## src/rtl/bounce_easing_curve_core_assert.svh

```systemverilog
// assertion macros shared by the bounce easing curve rtl
`ifndef BOUNCE_EASING_CURVE_CORE_ASSERT_SVH
`define BOUNCE_EASING_CURVE_CORE_ASSERT_SVH
`ifndef SYNTHESIS
`define BEC_ASSERT(label, clk, rst, prop, msg) \
   label: assert property (@(posedge clk) disable iff (rst) prop) else $error(msg);
`define BEC_ASSERT_NEVER(label, clk, rst, cond, msg) \
   `BEC_ASSERT(label, clk, rst, !(cond), msg)
`else
`define BEC_ASSERT(label, clk, rst, prop, msg)
`define BEC_ASSERT_NEVER(label, clk, rst, cond, msg)
`endif
`endif

```

## src/rtl/bec_pkg.sv

```systemverilog
// shared types and constants for the bounce easing curve core
package bec_pkg;

   localparam int VALUE_BITS_DEFAULT    = 16;
   localparam int TIME_BITS_DEFAULT     = 16;
   localparam int FRACTION_BITS_DEFAULT = 16;

   localparam int CSR_INDEX_BITS = 2;

   typedef enum logic [CSR_INDEX_BITS-1:0] {
      CSR_START_VALUE  = 2'd0,
      CSR_TARGET_VALUE = 2'd1,
      CSR_ANIM_LENGTH  = 2'd2,
      CSR_EASE_IN_MODE = 2'd3
   } csr_index_type;

   // per-stage control that travels with each item
   typedef struct packed {
      logic valid;
      logic done;
   } stage_ctl_type;

endpackage

```

## src/rtl/bec_divider.sv

```systemverilog
// pipelined restoring divider: one quotient bit per stage, tags items past the end
`include "bounce_easing_curve_core_assert.svh"

module bec_divider #(
   parameter int TIME_BITS     = bec_pkg::TIME_BITS_DEFAULT,
   parameter int FRACTION_BITS = bec_pkg::FRACTION_BITS_DEFAULT
) (
   input  logic                     clock,
   input  logic                     reset,
   input  logic                     in_valid,
   output logic                     in_ready,
   input  logic [TIME_BITS-1:0]     in_elapsed,
   input  logic [TIME_BITS-1:0]     divisor,
   output bec_pkg::stage_ctl_type   out_ctl,
   input  logic                     out_ready,
   output logic [FRACTION_BITS-1:0] out_quotient
);
   import bec_pkg::*;

   localparam int STAGES = FRACTION_BITS;

   stage_ctl_type            ctl_ff [STAGES];
   logic [TIME_BITS-1:0]     rem_ff [STAGES];
   logic [FRACTION_BITS-1:0] quo_ff [STAGES];
   logic [STAGES:0]          move;
   logic [STAGES-1:0]        stage_valid;

   assign move[STAGES] = out_ready;

   for (genvar s = 0; s < STAGES; s++) begin : g_stage
      stage_ctl_type            ctl_prev;
      logic [TIME_BITS-1:0]     rem_prev;
      logic [FRACTION_BITS-1:0] quo_prev;
      logic [TIME_BITS:0]       rem_dbl;
      logic [TIME_BITS:0]       rem_diff;
      logic                     take;
      logic [TIME_BITS-1:0]     rem_in;
      logic [FRACTION_BITS-1:0] quo_in;

      if (s == 0) begin : g_head
         // elapsed at or past the length (also a zero length) skips the fraction
         assign ctl_prev = '{valid: in_valid, done: (in_elapsed >= divisor)};
         assign rem_prev = in_elapsed;
         assign quo_prev = '0;
      end else begin : g_body
         assign ctl_prev = ctl_ff[s-1];
         assign rem_prev = rem_ff[s-1];
         assign quo_prev = quo_ff[s-1];
      end

      assign move[s]        = !ctl_ff[s].valid || move[s+1];
      assign stage_valid[s] = ctl_ff[s].valid;

      assign rem_dbl  = {rem_prev, 1'b0};
      assign rem_diff = rem_dbl - {1'b0, divisor};
      assign take     = (rem_dbl >= {1'b0, divisor});
      assign rem_in   = take ? rem_diff[TIME_BITS-1:0] : rem_dbl[TIME_BITS-1:0];
      assign quo_in   = {quo_prev[FRACTION_BITS-2:0], take};

      always_ff @(posedge clock) begin
         if (reset) begin
            ctl_ff[s] <= '0;
         end else if (move[s]) begin
            ctl_ff[s] <= ctl_prev;
         end
      end

      always_ff @(posedge clock) begin
         if (move[s]) begin
            rem_ff[s] <= rem_in;
            quo_ff[s] <= quo_in;
         end
      end
   end

   assign in_ready     = move[0];
   assign out_ctl      = ctl_ff[STAGES-1];
   assign out_quotient = quo_ff[STAGES-1];

   `BEC_ASSERT(a_blocked_only_when_full, clock, reset, !in_ready |-> &stage_valid,
      "divider refuses input with a free stage")
   `BEC_ASSERT(a_zero_length_is_done, clock, reset,
      in_valid && in_ready && divisor == '0 |=> ctl_ff[0].done,
      "zero length item not tagged as done")

   for (genvar s = 0; s < STAGES; s++) begin : g_check
      `BEC_ASSERT(a_remainder_below_divisor, clock, reset,
         ctl_ff[s].valid && !ctl_ff[s].done |-> rem_ff[s] < divisor,
         "partial remainder reached the divisor")
   end

endmodule

```

## src/rtl/bounce_easing_curve_core.sv

```systemverilog
// bounce easing curve core: csr block, divider, curve and blend pipeline
//
// Usage:
//   req channel carries one elapsed time per transfer (req_valid / req_stall);
//   rsp channel returns one eased value and an at_end flag per request, in order.
//   csr channel (csr_valid / csr_ready, csr_ready always high) writes start value,
//   target value, animation length and ease-in mode; write it only while idle.
// Timing:
//   from request transfer to rsp_valid an item passes one divider stage per
//   fraction bit, then curve segment, square, offset and round, scale, blend.
//   throughput is one item per cycle while rsp_stall is low; every stage takes
//   a new item each cycle unless the stage ahead of it is full and stalled.
// Reset:
//   clears all valid bits; registers return to start 0, target 0, length 1,
//   ease-out mode.
// Stall:
//   a stalled rsp holds its value; items behind it close up empty stages and
//   req_stall rises only once every stage holds an item.
`include "bounce_easing_curve_core_assert.svh"

module bounce_easing_curve_core #(
   parameter int VALUE_BITS    = bec_pkg::VALUE_BITS_DEFAULT,
   parameter int TIME_BITS     = bec_pkg::TIME_BITS_DEFAULT,
   parameter int FRACTION_BITS = bec_pkg::FRACTION_BITS_DEFAULT
) (
   input  logic                                 clock,
   input  logic                                 reset,
   input  logic                                 req_valid,
   output logic                                 req_stall,
   input  logic [TIME_BITS-1:0]                 req_elapsed_time,
   output logic                                 rsp_valid,
   input  logic                                 rsp_stall,
   output logic signed [VALUE_BITS-1:0]         rsp_eased_value,
   output logic                                 rsp_at_end,
   input  logic                                 csr_valid,
   output logic                                 csr_ready,
   input  logic [bec_pkg::CSR_INDEX_BITS-1:0]   csr_index,
   input  logic [((VALUE_BITS > TIME_BITS) ? VALUE_BITS : TIME_BITS)-1:0] csr_data
);
   import bec_pkg::*;

   localparam int PIPE_STAGES = 5;
   localparam int ONE_W  = FRACTION_BITS + 1;
   localparam int T11_W  = FRACTION_BITS + 5;
   localparam int DS_W   = FRACTION_BITS + 7;
   localparam int D_W    = FRACTION_BITS + 4;
   localparam int SQ_W   = 2 * D_W;
   localparam int NUM_W  = 2 * FRACTION_BITS + 9;
   localparam int PROD_W = VALUE_BITS + FRACTION_BITS + 1;

   localparam logic [ONE_W-1:0] FRAC_ONE = {1'b1, {FRACTION_BITS{1'b0}}};

   // breakpoints 4/11, 8/11, 10/11 compared against 11*t
   localparam logic [T11_W-1:0] BREAK_1 = T11_W'(4) << FRACTION_BITS;
   localparam logic [T11_W-1:0] BREAK_2 = T11_W'(8) << FRACTION_BITS;
   localparam logic [T11_W-1:0] BREAK_3 = T11_W'(10) << FRACTION_BITS;

   // segment centers in units of 1/22, offsets in 64ths
   localparam logic [DS_W-1:0] CENTER_2 = DS_W'(12) << FRACTION_BITS;
   localparam logic [DS_W-1:0] CENTER_3 = DS_W'(18) << FRACTION_BITS;
   localparam logic [DS_W-1:0] CENTER_4 = DS_W'(21) << FRACTION_BITS;
   localparam logic [5:0]      OFFSET_2 = 6'd48;
   localparam logic [5:0]      OFFSET_3 = 6'd60;
   localparam logic [5:0]      OFFSET_4 = 6'd63;

   localparam logic [D_W-1:0]   D_LIMIT     = D_W'(8) << FRACTION_BITS;
   localparam logic [NUM_W-1:0] CURVE_ROUND = NUM_W'(1) << (FRACTION_BITS + 5);
   localparam logic [PROD_W-1:0] BLEND_ROUND = PROD_W'(1) << (FRACTION_BITS - 1);

   // configuration registers
   logic signed [VALUE_BITS-1:0] start_ff;
   logic signed [VALUE_BITS-1:0] target_ff;
   logic [TIME_BITS-1:0]         length_ff;
   logic                         mode_ff;
   logic [VALUE_BITS:0]          delta_in;
   logic [VALUE_BITS-1:0]        delta_mag_ff;
   logic [VALUE_BITS-1:0]        delta_mag_in;
   logic                         delta_neg_ff;

   assign csr_ready = 1'b1;

   always_ff @(posedge clock) begin
      if (reset) begin
         start_ff  <= '0;
         target_ff <= '0;
         length_ff <= TIME_BITS'(1);
         mode_ff   <= 1'b0;
      end else if (csr_valid && csr_ready) begin
         unique case (csr_index_type'(csr_index))
            CSR_START_VALUE:  start_ff  <= csr_data[VALUE_BITS-1:0];
            CSR_TARGET_VALUE: target_ff <= csr_data[VALUE_BITS-1:0];
            CSR_ANIM_LENGTH:  length_ff <= csr_data[TIME_BITS-1:0];
            CSR_EASE_IN_MODE: mode_ff   <= csr_data[0];
         endcase
      end
   end

   // span magnitude and direction, refreshed every cycle from the registers
   assign delta_in     = {target_ff[VALUE_BITS-1], target_ff}
                       - {start_ff[VALUE_BITS-1], start_ff};
   assign delta_mag_in = delta_in[VALUE_BITS] ? VALUE_BITS'(-delta_in)
                                              : delta_in[VALUE_BITS-1:0];

   always_ff @(posedge clock) begin
      delta_mag_ff <= delta_mag_in;
      delta_neg_ff <= delta_in[VALUE_BITS];
   end

   // divider
   stage_ctl_type            div_ctl;
   logic [FRACTION_BITS-1:0] div_quotient;
   logic                     div_in_ready;
   logic [PIPE_STAGES:0]     move;

   bec_divider #(
      .TIME_BITS     (TIME_BITS),
      .FRACTION_BITS (FRACTION_BITS)
   ) u_divider (
      .clock        (clock),
      .reset        (reset),
      .in_valid     (req_valid),
      .in_ready     (div_in_ready),
      .in_elapsed   (req_elapsed_time),
      .divisor      (length_ff),
      .out_ctl      (div_ctl),
      .out_ready    (move[0]),
      .out_quotient (div_quotient)
   );

   assign req_stall = !div_in_ready;

   // control for the curve and blend stages
   stage_ctl_type ctl_ff [PIPE_STAGES];

   assign move[PIPE_STAGES] = !rsp_stall;
   for (genvar s = 0; s < PIPE_STAGES; s++) begin : g_move
      assign move[s] = !ctl_ff[s].valid || move[s+1];
   end

   always_ff @(posedge clock) begin
      if (reset) begin
         for (int i = 0; i < PIPE_STAGES; i++) begin
            ctl_ff[i] <= '0;
         end
      end else begin
         if (move[0]) begin
            ctl_ff[0] <= div_ctl;
         end
         for (int i = 1; i < PIPE_STAGES; i++) begin
            if (move[i]) begin
               ctl_ff[i] <= ctl_ff[i-1];
            end
         end
      end
   end

   // stage 0: pick segment, distance from its center
   logic [ONE_W-1:0]       frac_t;
   logic [ONE_W-1:0]       curve_t;
   logic [T11_W-1:0]       t11;
   logic [DS_W-1:0]        seg_center;
   logic [5:0]             seg_offset;
   logic signed [DS_W-1:0] seg_dist;
   logic [DS_W-1:0]        dist_abs;
   logic [D_W-1:0]         d_ff;
   logic [5:0]             offset_a_ff;

   assign frac_t  = div_ctl.done ? FRAC_ONE : {1'b0, div_quotient};
   assign curve_t = mode_ff ? FRAC_ONE - frac_t : frac_t;
   assign t11     = (T11_W'(curve_t) << 3) + (T11_W'(curve_t) << 1) + T11_W'(curve_t);

   always_comb begin
      if (t11 < BREAK_1) begin
         seg_center = '0;
         seg_offset = '0;
      end else if (t11 < BREAK_2) begin
         seg_center = CENTER_2;
         seg_offset = OFFSET_2;
      end else if (t11 < BREAK_3) begin
         seg_center = CENTER_3;
         seg_offset = OFFSET_3;
      end else begin
         seg_center = CENTER_4;
         seg_offset = OFFSET_4;
      end
   end

   assign seg_dist = signed'({1'b0, t11, 1'b0}) - signed'(seg_center);
   assign dist_abs = seg_dist[DS_W-1] ? DS_W'(-seg_dist) : DS_W'(seg_dist);

   always_ff @(posedge clock) begin
      if (move[0]) begin
         d_ff        <= dist_abs[D_W-1:0];
         offset_a_ff <= seg_offset;
      end
   end

   // stage 1: square
   logic [SQ_W-1:0] sq_ff;
   logic [5:0]      offset_b_ff;

   always_ff @(posedge clock) begin
      if (move[1]) begin
         sq_ff       <= d_ff * d_ff;
         offset_b_ff <= offset_a_ff;
      end
   end

   // stage 2: add offset, round to the fraction, mirror for ease-in
   logic [NUM_W-1:0] curve_num;
   logic [ONE_W-1:0] bounce;
   logic [ONE_W-1:0] f_ff;

   assign curve_num = NUM_W'(sq_ff) + (NUM_W'(offset_b_ff) << (2 * FRACTION_BITS))
                    + CURVE_ROUND;
   assign bounce    = curve_num[FRACTION_BITS+6 +: ONE_W];

   always_ff @(posedge clock) begin
      if (move[2]) begin
         f_ff <= mode_ff ? FRAC_ONE - bounce : bounce;
      end
   end

   // stage 3: scale the span
   logic [PROD_W-1:0] prod_ff;

   always_ff @(posedge clock) begin
      if (move[3]) begin
         prod_ff <= PROD_W'(delta_mag_ff) * PROD_W'(f_ff);
      end
   end

   // stage 4: round and blend into the output register
   logic [PROD_W-1:0]     prod_round;
   logic [VALUE_BITS-1:0] step;
   logic [VALUE_BITS:0]   blend;
   logic [VALUE_BITS-1:0] eased_ff;

   assign prod_round = prod_ff + BLEND_ROUND;
   assign step       = prod_round[FRACTION_BITS +: VALUE_BITS];
   assign blend      = delta_neg_ff
                     ? {start_ff[VALUE_BITS-1], start_ff} - {1'b0, step}
                     : {start_ff[VALUE_BITS-1], start_ff} + {1'b0, step};

   always_ff @(posedge clock) begin
      if (move[4]) begin
         eased_ff <= blend[VALUE_BITS-1:0];
      end
   end

   assign rsp_valid       = ctl_ff[PIPE_STAGES-1].valid;
   assign rsp_at_end      = ctl_ff[PIPE_STAGES-1].done;
   assign rsp_eased_value = eased_ff;

   `BEC_ASSERT_NEVER(a_no_stall_when_empty, clock, reset, !rsp_valid && req_stall,
      "request stalled with no result waiting")
   `BEC_ASSERT(a_distance_in_range, clock, reset, ctl_ff[0].valid |-> d_ff < D_LIMIT,
      "segment distance out of range")
   `BEC_ASSERT(a_curve_at_most_one, clock, reset, ctl_ff[2].valid |-> f_ff <= FRAC_ONE,
      "curve value above one")

endmodule

```

## config.mk

```make
export PLATFORM = sky130hd
export DESIGN_NAME = bounce_easing_curve_core
export DESIGN_NICKNAME = d
export VERILOG_FILES = /design/src/rtl/bec_pkg.sv /design/src/rtl/bec_divider.sv /design/src/rtl/bounce_easing_curve_core.sv
export VERILOG_INCLUDE_DIRS = /design/src /design/src/rtl
export SDC_FILE = /design/constraint.sdc
export NUM_CORES = 2
export LEC_CHECK = 0
export BUFFER_PORTS_ARGS = -buffer_cell sky130_fd_sc_hd__clkbuf_2
export CORE_MARGIN = 8
export CORE_UTILIZATION = 45
export CTS_CLUSTER_DIAMETER = 100
export DETAILED_ROUTE_END_ITERATION = 6
export PLACE_DENSITY = 0.62
export SLEW_MARGIN = 30
export SYNTH_ARGS = -nofsm -noshare
export SYNTH_HDL_FRONTEND = slang
export SYNTH_SLANG_ARGS = --single-unit
```

## constraint.sdc

```tcl
create_clock -name clock -period 21.1 [get_ports clock]
set_input_delay 4.22 -clock clock [delete_from_list [all_inputs] [get_ports clock]]
set_output_delay 4.22 -clock clock [all_outputs]
set_load 0.01 [all_outputs]
```

==> results.json <==
{
  "cts.repair.resized": 0,
  "clock_latency_ns": 0.62,
  "cts-hold-fix-buffers": 0,
  "crit_path_end_kind": "output port",
  "drtIter0Drc": 2057,
  "min_path_cells": 0,
  "cts_setup_buffers": 0,
  "die_h_um": 365,
  "final_layout_size_suffix_gt1_share_pct": 6.74,
  "syn_avg_cell_area_um2": 10.0,
  "antenna_found_initial": 1,
  "cp_max_fo": 33,
  "ys_top_cells_by_count": "inv_1, ha_1, nand2_1",
  "startpoint_type": "primary input",
  "synth_xor_area_share_pct": 5.62,
  "cts-htree-levels": 3,
  "dpl_cell_area_um2": 56800,
  "worstPathArrival_ns": 8.68,
  "async_reset_ff_share_pct": 0,
  "cts.sinks": 577,
  "period_share_pct": 61.2,
  "gp_congestion": 0.839,
  "grt_max_degree": 80,
  "wl_per_cell_um": 16.7,
  "finalClockSkew_ns": 0.0341,
  "dp_hpwl_um": 92100,
  "portBuffers": 57,
  "hp-class": "reg -> reg",
  "ys_ff_latch": 577,
  "ys.warnings.count": 0,
  "synthTopCellsByArea": "edfxtp_1, fa_1, ha_1",
  "setup_tns_ns": 0,
  "synth_top_family_by_area": "adder cells",
  "worst_pin_slew_ns": 0.988,
  "grt_pass1_wl_um": 199000,
  "synth_top_cell_by_area": "edfxtp_1",
  "finalCriticalPeriod_ns": 12.90,
  "syn-cell-area_um2": 54800,
  "rsz0062_at_grt": "no",
  "ff2ff_setup_slack_ns": 13.25,
  "setup_violations": 0,
  "timing.rr.end": "d_ff[3]",
  "syn2layout_area_growth_pct": 7.82,
  "seq_area_frac_synth_pct": 30.4,
  "nets": 6606,
  "cts_buffers": 67,
  "ant_nets": 0,
  "hold_end": "u_divider.quo_ff[1][22]",
  "slew_violations": 0,
  "muxShareOfSynthArea_pct": 2.14,
  "yosys.area_share.simple_pct": 14.2,
  "design_area_um2": 59100,
  "hold_viol_final": 0,
  "synthAdderAreaFrac_pct": 31.0,
  "synth_compound_area_share_pct": 10.5,
  "start_util_pct": 45.1,
  "cap_viol_max_count": 0,
  "worstRegToRegCells": 26,
  "rows": 128,
  "syn_nets": 6586,
  "final_core_util_pct": 48.7,
  "grt_overflow": 0,
  "slew_headroom_pct": 34.1,
  "drtPass1Iterations": 5,
  "synth_cells": 5478,
  "drc": 0,
  "boundaryPins": 59,
  "die_x_um": 365,
  "synth_ff_type": "edfxtp_1",
  "hp-start": "u_divider.quo_ff[1][5]",
  "cts_tree": "yes",
  "fp.dieArea_um2": 133000,
  "crit_type": "in -> out",
  "grt_pass1_vias": 39416,
  "critPathRequiredTime_ns": 16.88,
  "timing.rr.start": "u_divider.ctl_ff[15][0]",
  "vias_per_cell": 5.31,
  "coreArea_um2": 121000,
  "clockBufferDepth": 3,
  "ys_types": 94,
  "synth_most_common_cell": "inv_1",
  "fmax_mhz": 77.5,
  "routed_wirelength_um": 120000,
  "grt_usage_pct": 18.2,
  "synth-edff-count": 511,
  "synth_top_area_share_pct": 28.0,
  "cts_root_buf": "clkbuf_16",
  "clk_pin_slew_ns": 0.06,
  "num_vias": 38092,
  "status": "completed"
}
[state kept, by name, indices dropped and copies added, names as in the netlist, 17 cells and up]
register / cells
prod_ff: 17
u_divider.rem_ff: 240
u_divider.quo_ff: 136
f_ff: 17
sq_ff: 18
d_ff: 19
u_divider.ctl_ff: 32
[stage by stage]
step,worst slack (ns),cells,hold slack (ns)
floorplan,8.54,5478,0.400
global placement,7.92,7053,0.401
detailed placement,7.92,7054,0.405
CTS,7.86,7176,0.417
global route,7.68,7177,0.422
finish,8.20,7177,0.416
[critical path: stages]
cell,delay [ns]
clkbuf_2,0.16
and3_1,0.27
inv_1,0.34
nor2_1,0.35
and3_1,0.27
inv_1,0.05
buf_4,0.25
nor2_1,0.30
inv_1,0.10
buf_4,0.26
nor3_2,0.38
inv_2,0.31
nor2_2,0.30
and3_1,0.26
nand2_1,0.42
inv_1,0.25
clkbuf_2,0.17
[cells in the final DEF, fill, tap and decap left out, types with 81 or more instances in the layout]
cell      instances
a21o_1           91
a21oi_1         340
and2_1          219
edfxtp_1        511
fa_1            480
ha_1            589
inv_1           715
mux2_2           84
nand2_1         550
nor2_1          294
nor3_1           81
o21ai_0         153
xnor2_1         243
xor2_1          106
[worst max-delay path by stage]
stage	to	from	cells after the start	slack (ns)
6_report	req_stall	rsp_stall	17	8.20
5_1_grt	req_stall	rsp_stall	17	7.68
3_5_place_dp	req_stall	rsp_stall	17	7.92
2_1_floorplan	req_stall	rsp_stall	13	8.54
3_3_place_gp	req_stall	rsp_stall	17	7.92
4_1_cts	req_stall	rsp_stall	17	7.86
[layout make-up]
class                      instances  area [um^2]
timing repair buffer              97          589
tap                             1625         2030
fill                           11340        62300
sequential                       577        16700
antenna                            1         2.50
clock inverter                    35          460
inverter                         721         2710
clock buffer                      87         1810
multi-input combinational       4034        34800
[metal layers]
metal | vias to the layer above | global-route usage [%] | wire length (um)
li1 | 18642 | - | -
met2 | 660 | 31.8 | 58400
met5 | - | 0 | 0
met1 | 18575 | 23.2 | 52800
met3 | 215 | 2.38 | 4530
met4 | 0 | 6.39 | 4220
[cells by family (layout without fill, tap and decap cells)]
family / after synthesis / in the layout
muxes: 106 / 106
DFF: 577 / 577
adders and majority gates: 1069 / 1069
AOI/OAI and AO/OA: 918 / 918
xor gates and xnor gates: 350 / 350
buffers and inverters: 867 / 940
and+or+nand+nor: 1590 / 1590
other: 1 / 2
Power is not shown: default switching activity piles up to over one toggle a cycle in this logic, so the estimate is an artifact.
